**config.mk**
```make
export PLATFORM = sky130hd
export DESIGN_NAME = char_lcd_nibble_write_sequencer
export DESIGN_NICKNAME = d
export VERILOG_FILES = /design/src/rtl/lcdw_pkg.sv /design/src/rtl/lcdw_front.sv /design/src/rtl/lcdw_queue.sv /design/src/rtl/lcdw_back.sv /design/src/rtl/char_lcd_nibble_write_sequencer.sv
export SDC_FILE = /design/constraint.sdc
export NUM_CORES = 1
export LEC_CHECK = 0
export BUFFER_PORTS_ARGS = -buffer_cell sky130_fd_sc_hd__buf_4
export CAP_MARGIN = 20
export CORE_MARGIN = 3
export CORE_UTILIZATION = 35
export DETAILED_ROUTE_END_ITERATION = 6
export GPL_TIMING_DRIVEN = 0
export PLACE_DENSITY_LB_ADDON = 0.15
export SLEW_MARGIN = 25
export SYNTH_ARGS = -nofsm -noshare
export SYNTH_HDL_FRONTEND = slang
export SYNTH_SLANG_ARGS = --single-unit
```
**constraint.sdc**
```tcl
create_clock -name clock -period 9.1 [get_ports clock]
set_input_delay 0.91 -clock clock [delete_from_list [all_inputs] [get_ports clock]]
set_output_delay 0.91 -clock clock [all_outputs]
set_load 0.005 [all_outputs]
```
**src/rtl/lcdw_pkg.sv**
```systemverilog
// ----------------------------------------------------------------------------
// lcdw_pkg
// Shared types and constants for the 4-bit character LCD write sequencer.
// ----------------------------------------------------------------------------
package lcdw_pkg;

   // Request kinds
   localparam logic [2:0] REQ_COMMAND = 3'd0;
   localparam logic [2:0] REQ_DATA    = 3'd1;
   localparam logic [2:0] REQ_NUMBER  = 3'd2;
   localparam logic [2:0] REQ_CURSOR  = 3'd3;
   localparam logic [2:0] REQ_INIT    = 3'd4;

   localparam int DEFAULT_MAX_DIGITS  = 10;
   localparam int DEFAULT_QUEUE_DEPTH = 4;

   localparam logic [4:0]  INIT_WAIT_MS = 5'd20;
   localparam logic [4:0]  STEP_MS      = 5'd1;
   localparam logic [7:0]  DDRAM_SET    = 8'h80;
   localparam logic [7:0]  ASCII_ZERO   = 8'd48;
   localparam logic [2:0]  INIT_CMD_COUNT = 3'd6;

   // floor(x / 10) == (x * RECIP_10) >> RECIP_SHIFT for every 32-bit x
   localparam logic [31:0] RECIP_10    = 32'hCCCC_CCCD;
   localparam int          RECIP_SHIFT = 35;

   // One byte job handed from the front end to the pin sequencer
   typedef struct packed {
      logic       wait_job;   // single 20 ms power-up wait snapshot
      logic       reg_sel;
      logic [7:0] byte_val;
      logic       last;       // final job of the request
   } job_type;

   typedef struct packed {
      logic full;
      logic empty;
   } q_status_type;

   function automatic logic [7:0] row_base(input logic [1:0] row);
      logic [7:0] base;
      case (row)
         2'd0:    base = 8'h80;
         2'd1:    base = 8'hC0;
         2'd2:    base = 8'h94;
         default: base = 8'hD4;
      endcase
      return base;
   endfunction

   // Power-up command list, index 0..5
   function automatic logic [7:0] init_cmd(input logic [2:0] idx);
      logic [7:0] cmd;
      case (idx)
         3'd0:    cmd = 8'h33;
         3'd1:    cmd = 8'h32;
         3'd2:    cmd = 8'h28;
         3'd3:    cmd = 8'h0C;
         3'd4:    cmd = 8'h01;
         default: cmd = 8'h06;
      endcase
      return cmd;
   endfunction

endpackage

```
**src/rtl/lcdw_front.sv**
```systemverilog
// ----------------------------------------------------------------------------
// lcdw_front
// Accepts requests, classifies them and pushes byte jobs into the queue.
// Converts numbers to decimal digits with a reciprocal multiply by ten.
// ----------------------------------------------------------------------------
module lcdw_front import lcdw_pkg::*; #(
   parameter int MAX_DIGITS = DEFAULT_MAX_DIGITS
) (
   input  logic         clock,
   input  logic         reset,
   input  logic         req_valid,
   output logic         req_ready,
   input  logic [2:0]   req_type,
   input  logic [7:0]   req_byte_value,
   input  logic [31:0]  req_number_value,
   input  logic [1:0]   req_row_index,
   input  logic [5:0]   req_column_index,
   output logic         push_valid,
   output job_type      push_data,
   input  q_status_type q_status
);

   localparam int CNT_W = $clog2(MAX_DIGITS + 1);
   localparam int IDX_W = (MAX_DIGITS > 1) ? $clog2(MAX_DIGITS) : 1;

   typedef enum logic [2:0] {
      ST_IDLE,
      ST_SINGLE,
      ST_MUL,
      ST_DIGIT,
      ST_EMIT,
      ST_INIT
   } state_type;

   state_type        state_ff;
   job_type          job_ff;
   logic [31:0]      num_ff;
   logic [63:0]      prod_ff;
   logic [3:0]       digit_ff [MAX_DIGITS];
   logic [CNT_W-1:0] cnt_ff;
   logic [IDX_W-1:0] pos_ff;
   logic [2:0]       init_idx_ff;

   logic [31:0] quot;
   logic [31:0] rem_full;
   logic        push_go;
   logic        more_digits;

   assign quot     = {3'b000, prod_ff[63:RECIP_SHIFT]};
   assign rem_full = num_ff - ((quot << 3) + (quot << 1));
   assign more_digits = (quot != 32'd0) && ((cnt_ff + CNT_W'(1)) < CNT_W'(MAX_DIGITS));

   assign req_ready = (state_ff == ST_IDLE);
   assign push_go   = push_valid && !q_status.full;

   always_comb begin
      push_valid = 1'b0;
      push_data  = job_ff;
      unique case (state_ff)
         ST_SINGLE: begin
            push_valid = 1'b1;
         end
         ST_EMIT: begin
            push_valid         = 1'b1;
            push_data.wait_job = 1'b0;
            push_data.reg_sel  = 1'b1;
            push_data.byte_val = ASCII_ZERO + {4'b0000, digit_ff[pos_ff]};
            push_data.last     = (pos_ff == '0);
         end
         ST_INIT: begin
            push_valid         = 1'b1;
            push_data.wait_job = (init_idx_ff == 3'd0);
            push_data.reg_sel  = 1'b0;
            push_data.byte_val = init_cmd(init_idx_ff - 3'd1);
            push_data.last     = (init_idx_ff == INIT_CMD_COUNT);
         end
         default: begin
            push_valid = 1'b0;
         end
      endcase
   end

   always_ff @(posedge clock) begin
      if (reset) begin
         state_ff <= ST_IDLE;
      end else begin
         unique case (state_ff)
            ST_IDLE: begin
               if (req_valid) begin
                  job_ff.wait_job <= 1'b0;
                  job_ff.last     <= 1'b1;
                  cnt_ff          <= '0;
                  init_idx_ff     <= 3'd0;
                  num_ff          <= req_number_value;
                  case (req_type)
                     REQ_COMMAND, REQ_DATA: begin
                        job_ff.reg_sel  <= req_type[0];
                        job_ff.byte_val <= req_byte_value;
                        state_ff        <= ST_SINGLE;
                     end
                     REQ_CURSOR: begin
                        job_ff.reg_sel  <= 1'b0;
                        job_ff.byte_val <= (row_base(req_row_index)
                                           + {2'b00, req_column_index}) | DDRAM_SET;
                        state_ff        <= ST_SINGLE;
                     end
                     REQ_NUMBER: state_ff <= ST_MUL;
                     REQ_INIT:   state_ff <= ST_INIT;
                     default:    state_ff <= ST_IDLE;   // unused kinds: drop
                  endcase
               end
            end
            ST_SINGLE: begin
               if (push_go) state_ff <= ST_IDLE;
            end
            ST_MUL: begin
               prod_ff  <= {32'd0, num_ff} * {32'd0, RECIP_10};
               state_ff <= ST_DIGIT;
            end
            ST_DIGIT: begin
               digit_ff[cnt_ff[IDX_W-1:0]] <= rem_full[3:0];
               num_ff <= quot;
               cnt_ff <= cnt_ff + CNT_W'(1);
               pos_ff <= cnt_ff[IDX_W-1:0];
               state_ff <= more_digits ? ST_MUL : ST_EMIT;
            end
            ST_EMIT: begin
               if (push_go) begin
                  if (pos_ff == '0) state_ff <= ST_IDLE;
                  else              pos_ff   <= pos_ff - IDX_W'(1);
               end
            end
            ST_INIT: begin
               if (push_go) begin
                  if (init_idx_ff == INIT_CMD_COUNT) state_ff    <= ST_IDLE;
                  else                               init_idx_ff <= init_idx_ff + 3'd1;
               end
            end
            default: state_ff <= ST_IDLE;
         endcase
      end
   end

endmodule

```
**src/rtl/lcdw_queue.sv**
```systemverilog
// ----------------------------------------------------------------------------
// lcdw_queue
// Short job queue between the front end and the pin sequencer.
// ----------------------------------------------------------------------------
module lcdw_queue import lcdw_pkg::*; #(
   parameter int DEPTH = DEFAULT_QUEUE_DEPTH
) (
   input  logic         clock,
   input  logic         reset,
   input  logic         push_valid,
   input  job_type      push_data,
   input  logic         pop,
   output job_type      head,
   output q_status_type q_status
);

   localparam int PTR_W = $clog2(DEPTH);
   localparam int CNT_W = $clog2(DEPTH + 1);

   job_type          entries_ff [DEPTH];
   logic [PTR_W-1:0] wr_ptr_ff;
   logic [PTR_W-1:0] rd_ptr_ff;
   logic [CNT_W-1:0] count_ff;
   logic             do_push;
   logic             do_pop;

   assign q_status.full  = (count_ff == CNT_W'(DEPTH));
   assign q_status.empty = (count_ff == '0);
   assign do_push = push_valid && !q_status.full;
   assign do_pop  = pop && !q_status.empty;
   assign head    = entries_ff[rd_ptr_ff];

   always_ff @(posedge clock) begin
      if (do_push) entries_ff[wr_ptr_ff] <= push_data;
   end

   always_ff @(posedge clock) begin
      if (reset) begin
         wr_ptr_ff <= '0;
         rd_ptr_ff <= '0;
         count_ff  <= '0;
      end else begin
         if (do_push) begin
            wr_ptr_ff <= (wr_ptr_ff == PTR_W'(DEPTH - 1)) ? '0 : wr_ptr_ff + PTR_W'(1);
         end
         if (do_pop) begin
            rd_ptr_ff <= (rd_ptr_ff == PTR_W'(DEPTH - 1)) ? '0 : rd_ptr_ff + PTR_W'(1);
         end
         case ({do_push, do_pop})
            2'b10:   count_ff <= count_ff + CNT_W'(1);
            2'b01:   count_ff <= count_ff - CNT_W'(1);
            default: count_ff <= count_ff;
         endcase
      end
   end

endmodule

```
**src/rtl/lcdw_back.sv**
```systemverilog
// ----------------------------------------------------------------------------
// lcdw_back
// Pin sequencer: expands each byte job into timed pin snapshots and holds
// them in the result register.
// ----------------------------------------------------------------------------
module lcdw_back import lcdw_pkg::*; (
   input  logic         clock,
   input  logic         reset,
   input  job_type      head,
   input  q_status_type q_status,
   output logic         pop,
   output logic         rsp_valid,
   input  logic         rsp_ready,
   output logic         rsp_reg_select,
   output logic         rsp_enable_pin,
   output logic [3:0]   rsp_data_nibble,
   output logic [4:0]   rsp_hold_ms,
   output logic         rsp_last_flag
);

   localparam logic [2:0] LAST_STEP = 3'd4;

   job_type    job_ff;
   logic [2:0] step_ff;
   logic       busy_ff;
   logic       rsp_valid_ff;

   logic       load;
   job_type    src;
   logic [2:0] stp;
   logic       final_snap;

   assign load = !rsp_valid_ff || rsp_ready;
   assign pop  = load && !busy_ff && !q_status.empty;
   assign src  = busy_ff ? job_ff : head;
   assign stp  = busy_ff ? step_ff : 3'd0;
   assign final_snap = src.wait_job || (stp == LAST_STEP);
   assign rsp_valid  = rsp_valid_ff;

   always_ff @(posedge clock) begin
      if (reset) begin
         busy_ff      <= 1'b0;
         rsp_valid_ff <= 1'b0;
      end else if (load) begin
         rsp_valid_ff <= busy_ff || !q_status.empty;
         if (busy_ff || !q_status.empty) begin
            job_ff  <= src;
            step_ff <= stp + 3'd1;
            busy_ff <= !final_snap;
            rsp_last_flag <= final_snap && src.last;
            if (src.wait_job) begin
               rsp_reg_select  <= 1'b0;
               rsp_enable_pin  <= 1'b0;
               rsp_data_nibble <= 4'd0;
               rsp_hold_ms     <= INIT_WAIT_MS;
            end else begin
               rsp_reg_select  <= src.reg_sel;
               rsp_enable_pin  <= (stp == 3'd1) || (stp == 3'd3);
               rsp_data_nibble <= (stp < 3'd3) ? src.byte_val[7:4] : src.byte_val[3:0];
               rsp_hold_ms     <= STEP_MS;
            end
         end
      end
   end

endmodule

```
**src/rtl/char_lcd_nibble_write_sequencer.sv**
```systemverilog
// ----------------------------------------------------------------------------
// char_lcd_nibble_write_sequencer
// Character LCD controller for a 4-bit bus: turns requests into timed pin
// snapshots (RS, E, D7..D4, hold time).
//
//   channel  direction  ports                      one transfer
//   req      in         req_valid / req_ready      one request
//   rsp      out        rsp_valid / rsp_ready      one pin snapshot
//
// The front end takes a request when idle, then pushes byte jobs
// into a four-entry queue: one job for a command, data or cursor move, seven
// for init, one per digit for a number. Each digit is converted by multiplying
// by the reciprocal of ten, then splitting off the remainder.
// The back end emits one snapshot per cycle while rsp_ready is high and a job
// is pending: five per byte, one for the 20 ms wait, up to fifty per request.
// Reset clears control state only; no clearing pass is needed.
// A stalled rsp side fills the queue and then holds the front end.
// ----------------------------------------------------------------------------
module char_lcd_nibble_write_sequencer import lcdw_pkg::*; #(
   parameter int MAX_DIGITS  = DEFAULT_MAX_DIGITS,
   parameter int QUEUE_DEPTH = DEFAULT_QUEUE_DEPTH
) (
   input  logic        clock,
   input  logic        reset,
   input  logic        req_valid,
   output logic        req_ready,
   input  logic [2:0]  req_type,
   input  logic [7:0]  req_byte_value,
   input  logic [31:0] req_number_value,
   input  logic [1:0]  req_row_index,
   input  logic [5:0]  req_column_index,
   output logic        rsp_valid,
   input  logic        rsp_ready,
   output logic        rsp_reg_select,
   output logic        rsp_enable_pin,
   output logic [3:0]  rsp_data_nibble,
   output logic [4:0]  rsp_hold_ms,
   output logic        rsp_last_flag
);

   logic         push_valid;
   job_type      push_data;
   job_type      head;
   logic         pop;
   q_status_type q_status;

   // Front end: classify requests, build digits, issue byte jobs
   lcdw_front #(
      .MAX_DIGITS (MAX_DIGITS)
   ) u_front (
      .clock            (clock),
      .reset            (reset),
      .req_valid        (req_valid),
      .req_ready        (req_ready),
      .req_type         (req_type),
      .req_byte_value   (req_byte_value),
      .req_number_value (req_number_value),
      .req_row_index    (req_row_index),
      .req_column_index (req_column_index),
      .push_valid       (push_valid),
      .push_data        (push_data),
      .q_status         (q_status)
   );

   // Job queue: lets the front end run ahead of a stalled result side
   lcdw_queue #(
      .DEPTH (QUEUE_DEPTH)
   ) u_queue (
      .clock      (clock),
      .reset      (reset),
      .push_valid (push_valid),
      .push_data  (push_data),
      .pop        (pop),
      .head       (head),
      .q_status   (q_status)
   );

   // Back end: expand each job into snapshots, hold them in the result register
   lcdw_back u_back (
      .clock           (clock),
      .reset           (reset),
      .head            (head),
      .q_status        (q_status),
      .pop             (pop),
      .rsp_valid       (rsp_valid),
      .rsp_ready       (rsp_ready),
      .rsp_reg_select  (rsp_reg_select),
      .rsp_enable_pin  (rsp_enable_pin),
      .rsp_data_nibble (rsp_data_nibble),
      .rsp_hold_ms     (rsp_hold_ms),
      .rsp_last_flag   (rsp_last_flag)
   );

   // Never pop an empty queue
   a_pop_nonempty: assert property (@(posedge clock) disable iff (reset)
      pop |-> !q_status.empty)
      else $error("pop from empty job queue");

   // A request never ends on a snapshot with enable high
   a_last_enable_low: assert property (@(posedge clock) disable iff (reset)
      (rsp_valid && rsp_last_flag) |-> !rsp_enable_pin)
      else $error("last snapshot with enable high");

   // The 20 ms wait snapshot is all pins low and never ends a request
   a_wait_shape: assert property (@(posedge clock) disable iff (reset)
      (rsp_valid && (rsp_hold_ms == INIT_WAIT_MS)) |->
         (!rsp_enable_pin && !rsp_reg_select && (rsp_data_nibble == 4'd0)
          && !rsp_last_flag))
      else $error("malformed init wait snapshot");

   // Hold time is either one step or the init wait
   a_hold_values: assert property (@(posedge clock) disable iff (reset)
      rsp_valid |-> ((rsp_hold_ms == STEP_MS) || (rsp_hold_ms == INIT_WAIT_MS)))
      else $error("unexpected hold time");

endmodule
```
---- Yosys cells after proc, flatten, opt, wreduce, memory -nomap -nowiden ----
Memory sizes are Yosys's and may differ from the RTL's. A register that Yosys moved wholly into a read port is not among the register bits.
Cells that the tools add are included.
storage, ports and cells
  memories kept ........................... 2
  output and inout port bits .............. 14
  latch bits .............................. 0
  register bits after elaboration ......... 154
  memory bits (read-only) ................. 0
  memory bits (writable) .................. 84
cells by class
  equality and inequality tests ........... 32
  bitwise operators ....................... 1
  reduce and logical (&&, ||, !) cells .... 39
  $lt $le $gt $ge ......................... 2
  multiply operators ...................... 1
  add/sub/neg operators ................... 13
  shift operators ......................... 0
  divide/modulo/power cells ............... 0
  muxes and demuxes ....................... 44
memory list
  name                depth  bits a word  read ports  clocked after memory_dff  write ports  RTL line          RTL
  u_queue.entries_ff  4      11           1           1                         1            lcdw_queue.sv:20  job_type entries_ff [DEPTH];
  u_front.digit_ff    10     4            1           1                         1            lcdw_front.sv:39  logic [3:0] digit_ff [MAX_DIGITS];
operator list
  kind                                                                   number
  32-bit by 32-bit multiplier with 64-bit output, second input constant  1
  32-bit one-hot mux with 2 select lines                                 1
  3-bit two-way mux                                                      11
  32-bit two-way mux                                                     1
  32-bit nonzero test                                                    1
  6-bit one-hot mux with 5 select lines                                  1
  7-bit two-way mux                                                      4
  11-bit one-hot mux with 2 select lines                                 1
  3-bit by 2-bit == test with 1-bit output, second input constant        7
  3-bit == test, second input constant                                   7
  7-bit one-hot mux with 3 select lines                                  1
  4-bit two-way mux                                                      5
  3-bit one-hot mux with 6 select lines                                  1
  9-bit one-hot mux with 2 select lines                                  1
  4-bit one-hot mux with 2 select lines                                  2
  3-bit logical NOT                                                      5
  3-bit by 1-bit == test with 1-bit output, second input constant        4
  3-bit one-hot mux with 2 select lines                                  2
  11-bit two-way mux                                                     1
  2-bit by 1-bit != test with 1-bit output, second input constant        5
  2-bit nonzero test                                                     5
  3-bit by 1-bit adder with 3-bit output, second input constant          3
  3-bit one-hot mux with 3 select lines                                  1
  2-bit == test, second input constant                                   4
  28 further kinds                                                       57

---- Depth between registers and ports, before layout ----
Gate-level depths: netlist (run 1).
  depth in word-level cells ............... 8
  depth in mapped cells ................... 25
  gate-level depth less buffers ........... 25

---- Hierarchy ----
From an unflattened synthesis (run 1), not the netlist that was laid out.
second synthesis, totals
  cell total of the unflattened synthesis .. 2358
  area, all modules ....................... 25909.8 µm²
modules (own cells, without submodules)
  module      times used  area an instance (µm²)  cells an instance
  lcdw_front  1           22643.0                 2166
  lcdw_queue  1           2075.7                  111
  lcdw_back   1           1191.1                  81

---- Worst setup path before layout (run 1) ----
OpenSTA, ideal clock, no wires.
  kind .................................... register to register
  from .................................... register u_front.num_ff[20]
  to ...................................... register u_front.prod_ff[60], data pin
  slack ................................... 2314 ps
  required time ........................... 8841 ps
  clock period less this slack ............ 6786 ps
  setup time .............................. 259 ps
  arrival time ............................ 6527 ps
  stages on the path, launching flop included .. 25
  path buffers ............................ 0
  path through ............................ edfxtp_1 -> ha_1 -> inv_1 -> fa_1 -> inv_1 -> fa_1 -> inv_1 -> fa_1 -> inv_1 -> fa_1 -> fa_1 -> fa_1 -> inv_1 -> fa_1 -> inv_1 -> ha_1 -> and4_4 -> and4_4 -> a32oi_1 -> nand3_2 -> a221oi_4 -> a21oi_4 -> a211o_2 -> a21oi_2 -> xnor2_1
between the ends
  longest elaborated chain between the ends .. 1
RTL lines
  what                                            RTL line           RTL
  start, declared                                 lcdw_front.sv:37   logic [31:0] num_ff;
  start signal, assigned                          lcdw_front.sv:94   num_ff <= req_number_value;
  start signal, assigned                          lcdw_front.sv:122  num_ff <= quot;
  32-bit by 32-bit multiplier with 64-bit output  lcdw_front.sv:117  prod_ff <= {32'd0, num_ff} * {32'd0, RECIP_10};
  end signal, assigned                            lcdw_front.sv:117
  end, declared                                   lcdw_front.sv:38   logic [63:0] prod_ff;
Every way passes these cells.
A chain may end at the register's enable or synchronous reset.

---- Worst setup path in the final report (run 1) ----
  from .................................... register u_front.num_ff[12]
  to ...................................... register u_front.prod_ff[63], data pin
Same word-level chain as after synthesis.

==> summary.log, run 1 <==
INFO  status         run_status=finished, final reports clean
INFO  sta            timing.clock.skew=0.0213ns
INFO  clocking       cts_htree_levels=1
INFO  synth          ys_warn_count=0
INFO  worst_setup_path worst-r2r-cell-count=22
INFO  sta            timing.slew.headroom=32.7%
INFO  grt            grt.overflow.total=0
INFO  sta            hold_viol_final=0
INFO  detailed_routing initialDrtViolationCount=887
INFO  detailed_routing drt-wirelength-per-cell=20.6microns
INFO  sta            max_freq=116MHz
INFO  worst_setup_path critPathRequiredTime=9.47ns
INFO  floorplanning  initial_utilization=35.4%
INFO  clocking       cts_hold_repair.buffers=0
INFO  synth          synth_area_leader_cell=sky130_fd_sc_hd__fa_1
INFO  floorplanning  core_area=71700squm
INFO  cells_and_area fillers=7121
INFO  cells_and_area antennaDiodeCount=0
INFO  worst_setup_path worst-endpoint-arrival=8.97ns
INFO  synth          yosysTopAreaCellShare=30.5%
INFO  sta            setup-violations-final=0
INFO  placement      detailed_place_hpwl=60.3mm
INFO  worst_setup_path worstSetupPathType=flop to flop
INFO  floorplanning  rows=98
INFO  sta            timing.setup.tns=0ns
INFO  detailed_routing detail_route.wirelength=69.3mm
INFO  cells_and_area nNetsFinal=3223
INFO  grt            grt_first_pass_wirelength=108mm
INFO  worst_setup_path setup.worst_path.end=u_front.prod_ff[63]
INFO  placement      place.gp.congestion=0.915
INFO  cells_and_area area_growth_syn_to_layout=9.96%
INFO  clocking       insertion_delay=0.53ns
INFO  clocking       cts_buffer_depth=3
INFO  clocking       cts_num_sinks=205
INFO  worst_setup_path worst_setup_path_startpoint=u_front.num_ff[12]
INFO  synth          syn-instance-count=2305
INFO  floorplanning  die_area=75800squm
INFO  worst_setup_path critPathMaxFanout=5
INFO  synth          synth.lib_cells_used.distinct=67
INFO  detailed_routing overall_via_count_from_detail_route=16.2k
INFO  grt            antenna_found_initial=1
INFO  cells_and_area final_layout_size_suffix_gt1_share=6.74%
INFO  cells_and_area finish.utilization=38.9%
INFO  sta            rsz0062_at_grt=false
INFO  worst_hold_path timing.hold.worst.start=u_queue.wr_ptr_ff[1]
INFO  sta            finalMaxSlewViolations=0
INFO  worst_setup_path r2r_setup_slack=0.50ns
INFO  flow_run       maxCapViolations=0
INFO  synth          netlist_area=25400squm
INFO  detailed_routing postRouteAntennaNets=0
INFO  floorplanning  dieWidth=275microns
INFO  floorplanning  fp.dieH=275microns
INFO  synth          synth_enable_flop_cells=187
INFO  detailed_routing drt_pass1_iterations=7
INFO  cells_and_area ff_latch_area=5980squm
INFO  sta            layout_worst_path_cycle_share=94.5%
INFO  synth          postSynthRegisterBits=205
INFO  grt            first_global_vias=17.9k
INFO  clocking       cts_setup_buffers=0
INFO  grt            grt_start_max_net_pins=19
INFO  clocking       cts.reportedPaths.clkPinSlew=0.06ns
INFO  floorplanning  io_pins=69
INFO  synth          yosys-top-cells-count=sky130_fd_sc_hd__inv_1, sky130_fd_sc_hd__fa_1, sky130_fd_sc_hd__ha_1
INFO  synth          synthFlopType=sky130_fd_sc_hd__edfxtp_1
INFO  detailed_routing average_via_count_per_standard_cell=4.79
INFO  worst_setup_path setup.worst_path.end_class=flop
INFO  placement      port-buffer-count=65
INFO  sta            timing.final.crit_period=8.60ns
INFO  synth          synth.most_common_cell=sky130_fd_sc_hd__inv_1
INFO  synth          asyncSetResetFlopFracSynth=0%
INFO  synth          synth-seq-area-share=23.5%
INFO  synth          top_cells_by_area_synth=sky130_fd_sc_hd__fa_1, sky130_fd_sc_hd__edfxtp_1, sky130_fd_sc_hd__ha_1
INFO  worst_setup_path r2r-end=u_front.prod_ff[63]
INFO  clocking       cts_resized=0
INFO  worst_hold_path timing.hold.worst.class=flop to flop
INFO  clocking       cts_tree=yes
INFO  worst_setup_path worst_r2r_startpoint=u_front.num_ff[12]
INFO  synth          post_synth.cell_area_avg=11.0squm
INFO  grt            grt_usage=19.0%
INFO  clocking       root_buffer=sky130_fd_sc_hd__clkbuf_16
INFO  sta            fin_hold_ws=0.504ns
INFO  detailed_routing drc=0
INFO  sta            timing_worst_slew_pin_value=1.01ns
INFO  cells_and_area multiInputGateArea=17100squm
INFO  clocking       cts_inserted_buffers=22
INFO  worst_setup_path crit_path_start_kind=flop
final cells by class:
type                            instances  share of cell area (%)
Clock inverter                         15                   0.601
Buffer                                 41                   0.641
Tap cell                              950                    4.26
Sequential cell                       205                    21.4
Inverter                              567                    7.62
Clock buffer                           25                    2.01
Timing Repair Buffer                   73                    2.06
Multi-Input combinational cell       1493                    61.4
kinds of logic (layout without fill, tap and decap cells):
group	count (synthesis)	after routing	share of synthesized area (%)
flip-flops	205	205	23.5
buffers and inverters	608	721	9.09
XOR/XNOR	90	90	3.10
multiplexers	33	33	2.28
adder cells (fa/ha/maj)	765	765	49.1
AO/OA/AOI/OAI	241	241	6.19
AND/OR/NAND/NOR	362	362	6.64
other	1	2	0.0148
how the worst min path moves through the flow:
| stage | cells after the start | slack [ns] | end |
|---|---|---|---|
| floorplan | 2 | 0.47 | u_queue.wr_ptr_ff[1] |
| global placement | 2 | 0.48 | u_queue.wr_ptr_ff[1] |
| detailed placement | 2 | 0.49 | u_queue.wr_ptr_ff[1] |
| CTS | 2 | 0.50 | u_queue.wr_ptr_ff[1] |
| global route | 2 | 0.52 | u_queue.wr_ptr_ff[1] |
| finish | 2 | 0.50 | u_queue.wr_ptr_ff[1] |
worst max-delay path: stages (launching register included):
cell and delay [ns]:
sky130_fd_sc_hd__edfxtp_1 0.68, sky130_fd_sc_hd__ha_1 0.49, sky130_fd_sc_hd__inv_1 0.23, sky130_fd_sc_hd__fa_1 0.55, sky130_fd_sc_hd__inv_1 0.06, sky130_fd_sc_hd__fa_1 0.50, sky130_fd_sc_hd__inv_1 0.06, sky130_fd_sc_hd__fa_1 0.52
sky130_fd_sc_hd__inv_1 0.06, sky130_fd_sc_hd__fa_1 0.59, sky130_fd_sc_hd__fa_1 0.44, sky130_fd_sc_hd__fa_1 0.53, sky130_fd_sc_hd__fa_1 0.44, sky130_fd_sc_hd__ha_1 0.34, sky130_fd_sc_hd__a21oi_1 0.52, sky130_fd_sc_hd__nor2b_1 0.09
sky130_fd_sc_hd__o21ai_0 0.23, sky130_fd_sc_hd__o211ai_1 0.18, sky130_fd_sc_hd__o31ai_2 0.77, sky130_fd_sc_hd__a211oi_2 0.30, sky130_fd_sc_hd__and3_4 0.28, sky130_fd_sc_hd__o311a_1 0.34, sky130_fd_sc_hd__a311oi_2 0.23
layer usage:
layer  global-route usage [%]  share of wire (%)
met1                     25.9                 45
met2                     31.8                 48
met3                     2.88                4.5
met4                     4.52                2.7
met5                        0              0.017
stage by stage:
| stage | instance area, sq um | setup WS (ns) | std cells |
|---|---|---|---|
| floorplan | 25400 | 2.31 | 2306 |
| global placement | 27100 | 0.460 | 3321 |
| detailed placement | 27200 | 0.434 | 3329 |
| CTS | 27900 | 0.384 | 3369 |
| global route | 27900 | 0.153 | 3369 |
| finish | 27900 | 0.497 | 3369 |
flip-flops by register name, indices dropped and copies added, names as in the netlist, 3 cells and up, named ones only:
name	flops
u_back.job_ff	10
u_front.job_ff	9
u_front.state_ff	3
u_back.step_ff	3
u_back.rsp_data_nibble	4
u_front.pos_ff	4
u_front.num_ff	32
u_front.init_idx_ff	3
u_queue.count_ff	3
u_front.cnt_ff	4
u_queue.entries_ff	44
u_front.digit_ff	40
u_front.prod_ff	29
cell usage in the layout (no fill, tap or decap), types with 10 or more instances in the layout:
cell,instances
sky130_fd_sc_hd__mux4_2,19
sky130_fd_sc_hd__buf_4,77
sky130_fd_sc_hd__clkbuf_1,36
sky130_fd_sc_hd__dfxtp_1,18
sky130_fd_sc_hd__o21ai_0,40
sky130_fd_sc_hd__inv_1,567
sky130_fd_sc_hd__nand4_1,12
sky130_fd_sc_hd__xnor2_1,46
sky130_fd_sc_hd__ha_1,378
sky130_fd_sc_hd__a211oi_1,12
sky130_fd_sc_hd__nand2_1,186
sky130_fd_sc_hd__nor2b_1,12
sky130_fd_sc_hd__nand3_1,17
sky130_fd_sc_hd__a31oi_1,10
sky130_fd_sc_hd__and3_1,15
sky130_fd_sc_hd__fa_1,387
sky130_fd_sc_hd__xor2_1,44
sky130_fd_sc_hd__a21oi_1,84
sky130_fd_sc_hd__nor2_1,51
sky130_fd_sc_hd__edfxtp_1,187
sky130_fd_sc_hd__a21o_1,39
sky130_fd_sc_hd__clkbuf_16,22
sky130_fd_sc_hd__and2_1,26
Power of run 1 is left out: the tool's default activity adds up to more than one toggle a clock period on the data nets, which glitch-free logic cannot reach.
==> run 2: changes to the inputs <==
--- a/config.mk
+++ b/config.mk
@@ -8,7 +8,7 @@
 export BUFFER_PORTS_ARGS = -buffer_cell sky130_fd_sc_hd__buf_4
 export CAP_MARGIN = 20
 export CORE_MARGIN = 3
-export CORE_UTILIZATION = 35
+export CORE_UTILIZATION = 50
 export DETAILED_ROUTE_END_ITERATION = 6
 export GPL_TIMING_DRIVEN = 0
 export PLACE_DENSITY_LB_ADDON = 0.15
==> run 2 against run 1 <==
  * Count of clock-buffer cells in the layout rose by 2
  * Hold slack improved by 0.017 ns
  * Register-to-register slack better by 0.20 ns
  * Die area fell by 29%
  * Cell count fell by 8.6%
  * Worst setup slack improved by 0.20 ns
  * Largest cell class unchanged
==> summary.log, run 2 (synthesized netlist as in run 1, its figures left out) <==
INFO  worst_setup_path crit_path_start_kind=flop
INFO  floorplanning  initial_utilization=51.2%
INFO  worst_setup_path worst-endpoint-arrival=8.70ns
INFO  clocking       cts.reportedPaths.clkPinSlew=0.06ns
INFO  detailed_routing dr_wl_met3=3.66mm
INFO  cells_and_area antennaDiodeCount=0
INFO  sta            hold_viol_final=0
INFO  detailed_routing drt-wirelength-per-cell=21.2microns
INFO  cells_and_area ff_latch_area=5980squm
INFO  placement      placement.cell_area=26800squm
INFO  worst_hold_path timing.hold.worst.class=flop to flop
INFO  grt            grt_start_max_net_pins=21
INFO  sta            finalMaxSlewViolations=0
INFO  flow_run       maxCapViolations=0
INFO  grt            first_global_vias=17.7k
INFO  clocking       cts_inserted_buffers=21
INFO  grt            grt.overflow.total=0
INFO  sta            setup-violations-final=0
INFO  clocking       cts_resized=0
INFO  detailed_routing postRouteAntennaNets=0
INFO  detailed_routing overall_via_count_from_detail_route=16.6k
INFO  cells_and_area layout.cells.most_common=sky130_fd_sc_hd__inv_1
INFO  clocking       cts_htree_levels=1
INFO  grt            antenna_found_initial=1
INFO  cells_and_area fillers=4299
INFO  cells_and_area mostFrequentLayoutCells=sky130_fd_sc_hd__inv_1, sky130_fd_sc_hd__fa_1, sky130_fd_sc_hd__ha_1
INFO  floorplanning  die_area=53500squm
INFO  worst_setup_path setup.worst_path.end_class=flop
INFO  cells_and_area instances_no_fill=3078
INFO  detailed_routing detail_route.wirelength=65.2mm
INFO  sta            timing_worst_slew_pin_value=0.928ns
INFO  cells_and_area final_layout_size_suffix_gt1_share=6.59%
INFO  cells_and_area largest_register_ff_count=44
INFO  floorplanning  fp.dieH=231microns
INFO  detailed_routing highest_layer=met4
INFO  floorplanning  rows=81
INFO  cells_and_area design_area=27500squm
INFO  grt            grt_first_pass_wirelength=102mm
INFO  grt            grt_usage=25.3%
INFO  detailed_routing average_via_count_per_standard_cell=5.38
INFO  clocking       cts_buffer_depth=3
INFO  floorplanning  dieWidth=231microns
INFO  clocking       cts_tree=yes
INFO  sta            timing.slew.headroom=37.6%
INFO  placement      detailed_place_hpwl=56.7mm
INFO  detailed_routing met2RoutedLength=30.7mm
INFO  clocking       cts_num_sinks=205
INFO  sta            timing.setup.tns=0ns
INFO  cells_and_area finish.utilization=55.5%
INFO  clocking       cts_setup_buffers=0
INFO  worst_setup_path critPathMaxFanout=6
INFO  placement      place.gp.congestion=0.955
INFO  cells_and_area nNetsFinal=3221
INFO  sta            timing.clock.skew=0.0109ns
INFO  placement      port-buffer-count=65
INFO  cells_and_area multiInputGateArea=17200squm
INFO  sta            layout_worst_path_cycle_share=92.3%
INFO  status         run_status=finished, final reports clean
INFO  cells_and_area area_growth_syn_to_layout=8.33%
INFO  detailed_routing initialDrtViolationCount=1199
INFO  sta            max_freq=119MHz
INFO  sta            rsz0062_at_grt=false
INFO  detailed_routing metal1_wirelength=28.6mm
INFO  placement      dp_cell_count=3042
INFO  clocking       cts_hold_repair.buffers=0
INFO  clocking       root_buffer=sky130_fd_sc_hd__clkbuf_16
INFO  detailed_routing drt_pass1_iterations=6
INFO  worst_setup_path critPathRequiredTime=9.40ns
INFO  detailed_routing drc=0
INFO  floorplanning  io_pins=69
INFO  sta            timing.final.crit_period=8.40ns
INFO  worst_setup_path worstSetupPathType=flop to flop
INFO  clocking       insertion_delay=0.50ns
INFO  cells_and_area registers.top_by_ff_count=u_queue.entries_ff
INFO  floorplanning  core_area=49600squm
-- run 2: through the flow --
step | worst slack, ns | hold WS [ns]
after floorplan | 2.31 | 0.469
after global placement | 0.832 | 0.480
after detailed placement | 0.836 | 0.499
after CTS | 0.813 | 0.513
after global routing | 0.611 | 0.533
final | 0.702 | 0.520
-- run 2: worst paths after layout --
kind	from	endpoint	slack [ns]	cells past startpoint
worst min-delay path	u_queue.wr_ptr_ff[1]	u_queue.wr_ptr_ff[1]	0.52	2
worst min register to register	u_queue.wr_ptr_ff[1]	u_queue.wr_ptr_ff[1]	0.52	2
worst max-delay path	u_front.num_ff[9]	u_front.prod_ff[63]	0.70	23
worst max register to register	u_front.num_ff[9]	u_front.prod_ff[63]	0.70	23
-- run 2: cell type report --
cell class                 count  area share, %
multi-input combinational   1493           62.4
sequential                   205           21.7
inverter                     567           7.74
tap                          664           3.02
timing repair buffer          72           2.04
clock buffer                  27           1.99
buffer                        41          0.651
clock inverter                 9          0.437
-- run 2: per-layer routing --
metal  global-route usage [%]  vias up
li1                         -     7595
met1                     35.5     8340
met2                     41.3      510
met3                     3.54      124
met4                     7.26        0
met5                        0        -
-- run 2: critical path: stages, from the launching register on --
cell	delay, ns
sky130_fd_sc_hd__edfxtp_1	0.58
sky130_fd_sc_hd__ha_1	0.54
sky130_fd_sc_hd__clkbuf_1	0.38
sky130_fd_sc_hd__xor2_1	0.17
sky130_fd_sc_hd__ha_1	0.22
sky130_fd_sc_hd__a21o_1	0.18
sky130_fd_sc_hd__fa_1	0.54
sky130_fd_sc_hd__inv_1	0.06
sky130_fd_sc_hd__fa_1	0.50
sky130_fd_sc_hd__inv_1	0.06
sky130_fd_sc_hd__fa_1	0.55
sky130_fd_sc_hd__fa_1	0.43
sky130_fd_sc_hd__fa_1	0.51
sky130_fd_sc_hd__fa_1	0.41
sky130_fd_sc_hd__ha_1	0.33
sky130_fd_sc_hd__and3_1	0.24
sky130_fd_sc_hd__nand4_1	0.23
sky130_fd_sc_hd__a2111oi_2	0.09
sky130_fd_sc_hd__o21a_1	0.20
sky130_fd_sc_hd__o31ai_2	0.78
sky130_fd_sc_hd__a211oi_2	0.29
sky130_fd_sc_hd__and3_4	0.28
sky130_fd_sc_hd__o311a_1	0.34
sky130_fd_sc_hd__a311oi_2	0.29
Power of run 2 is left out for the same reason.
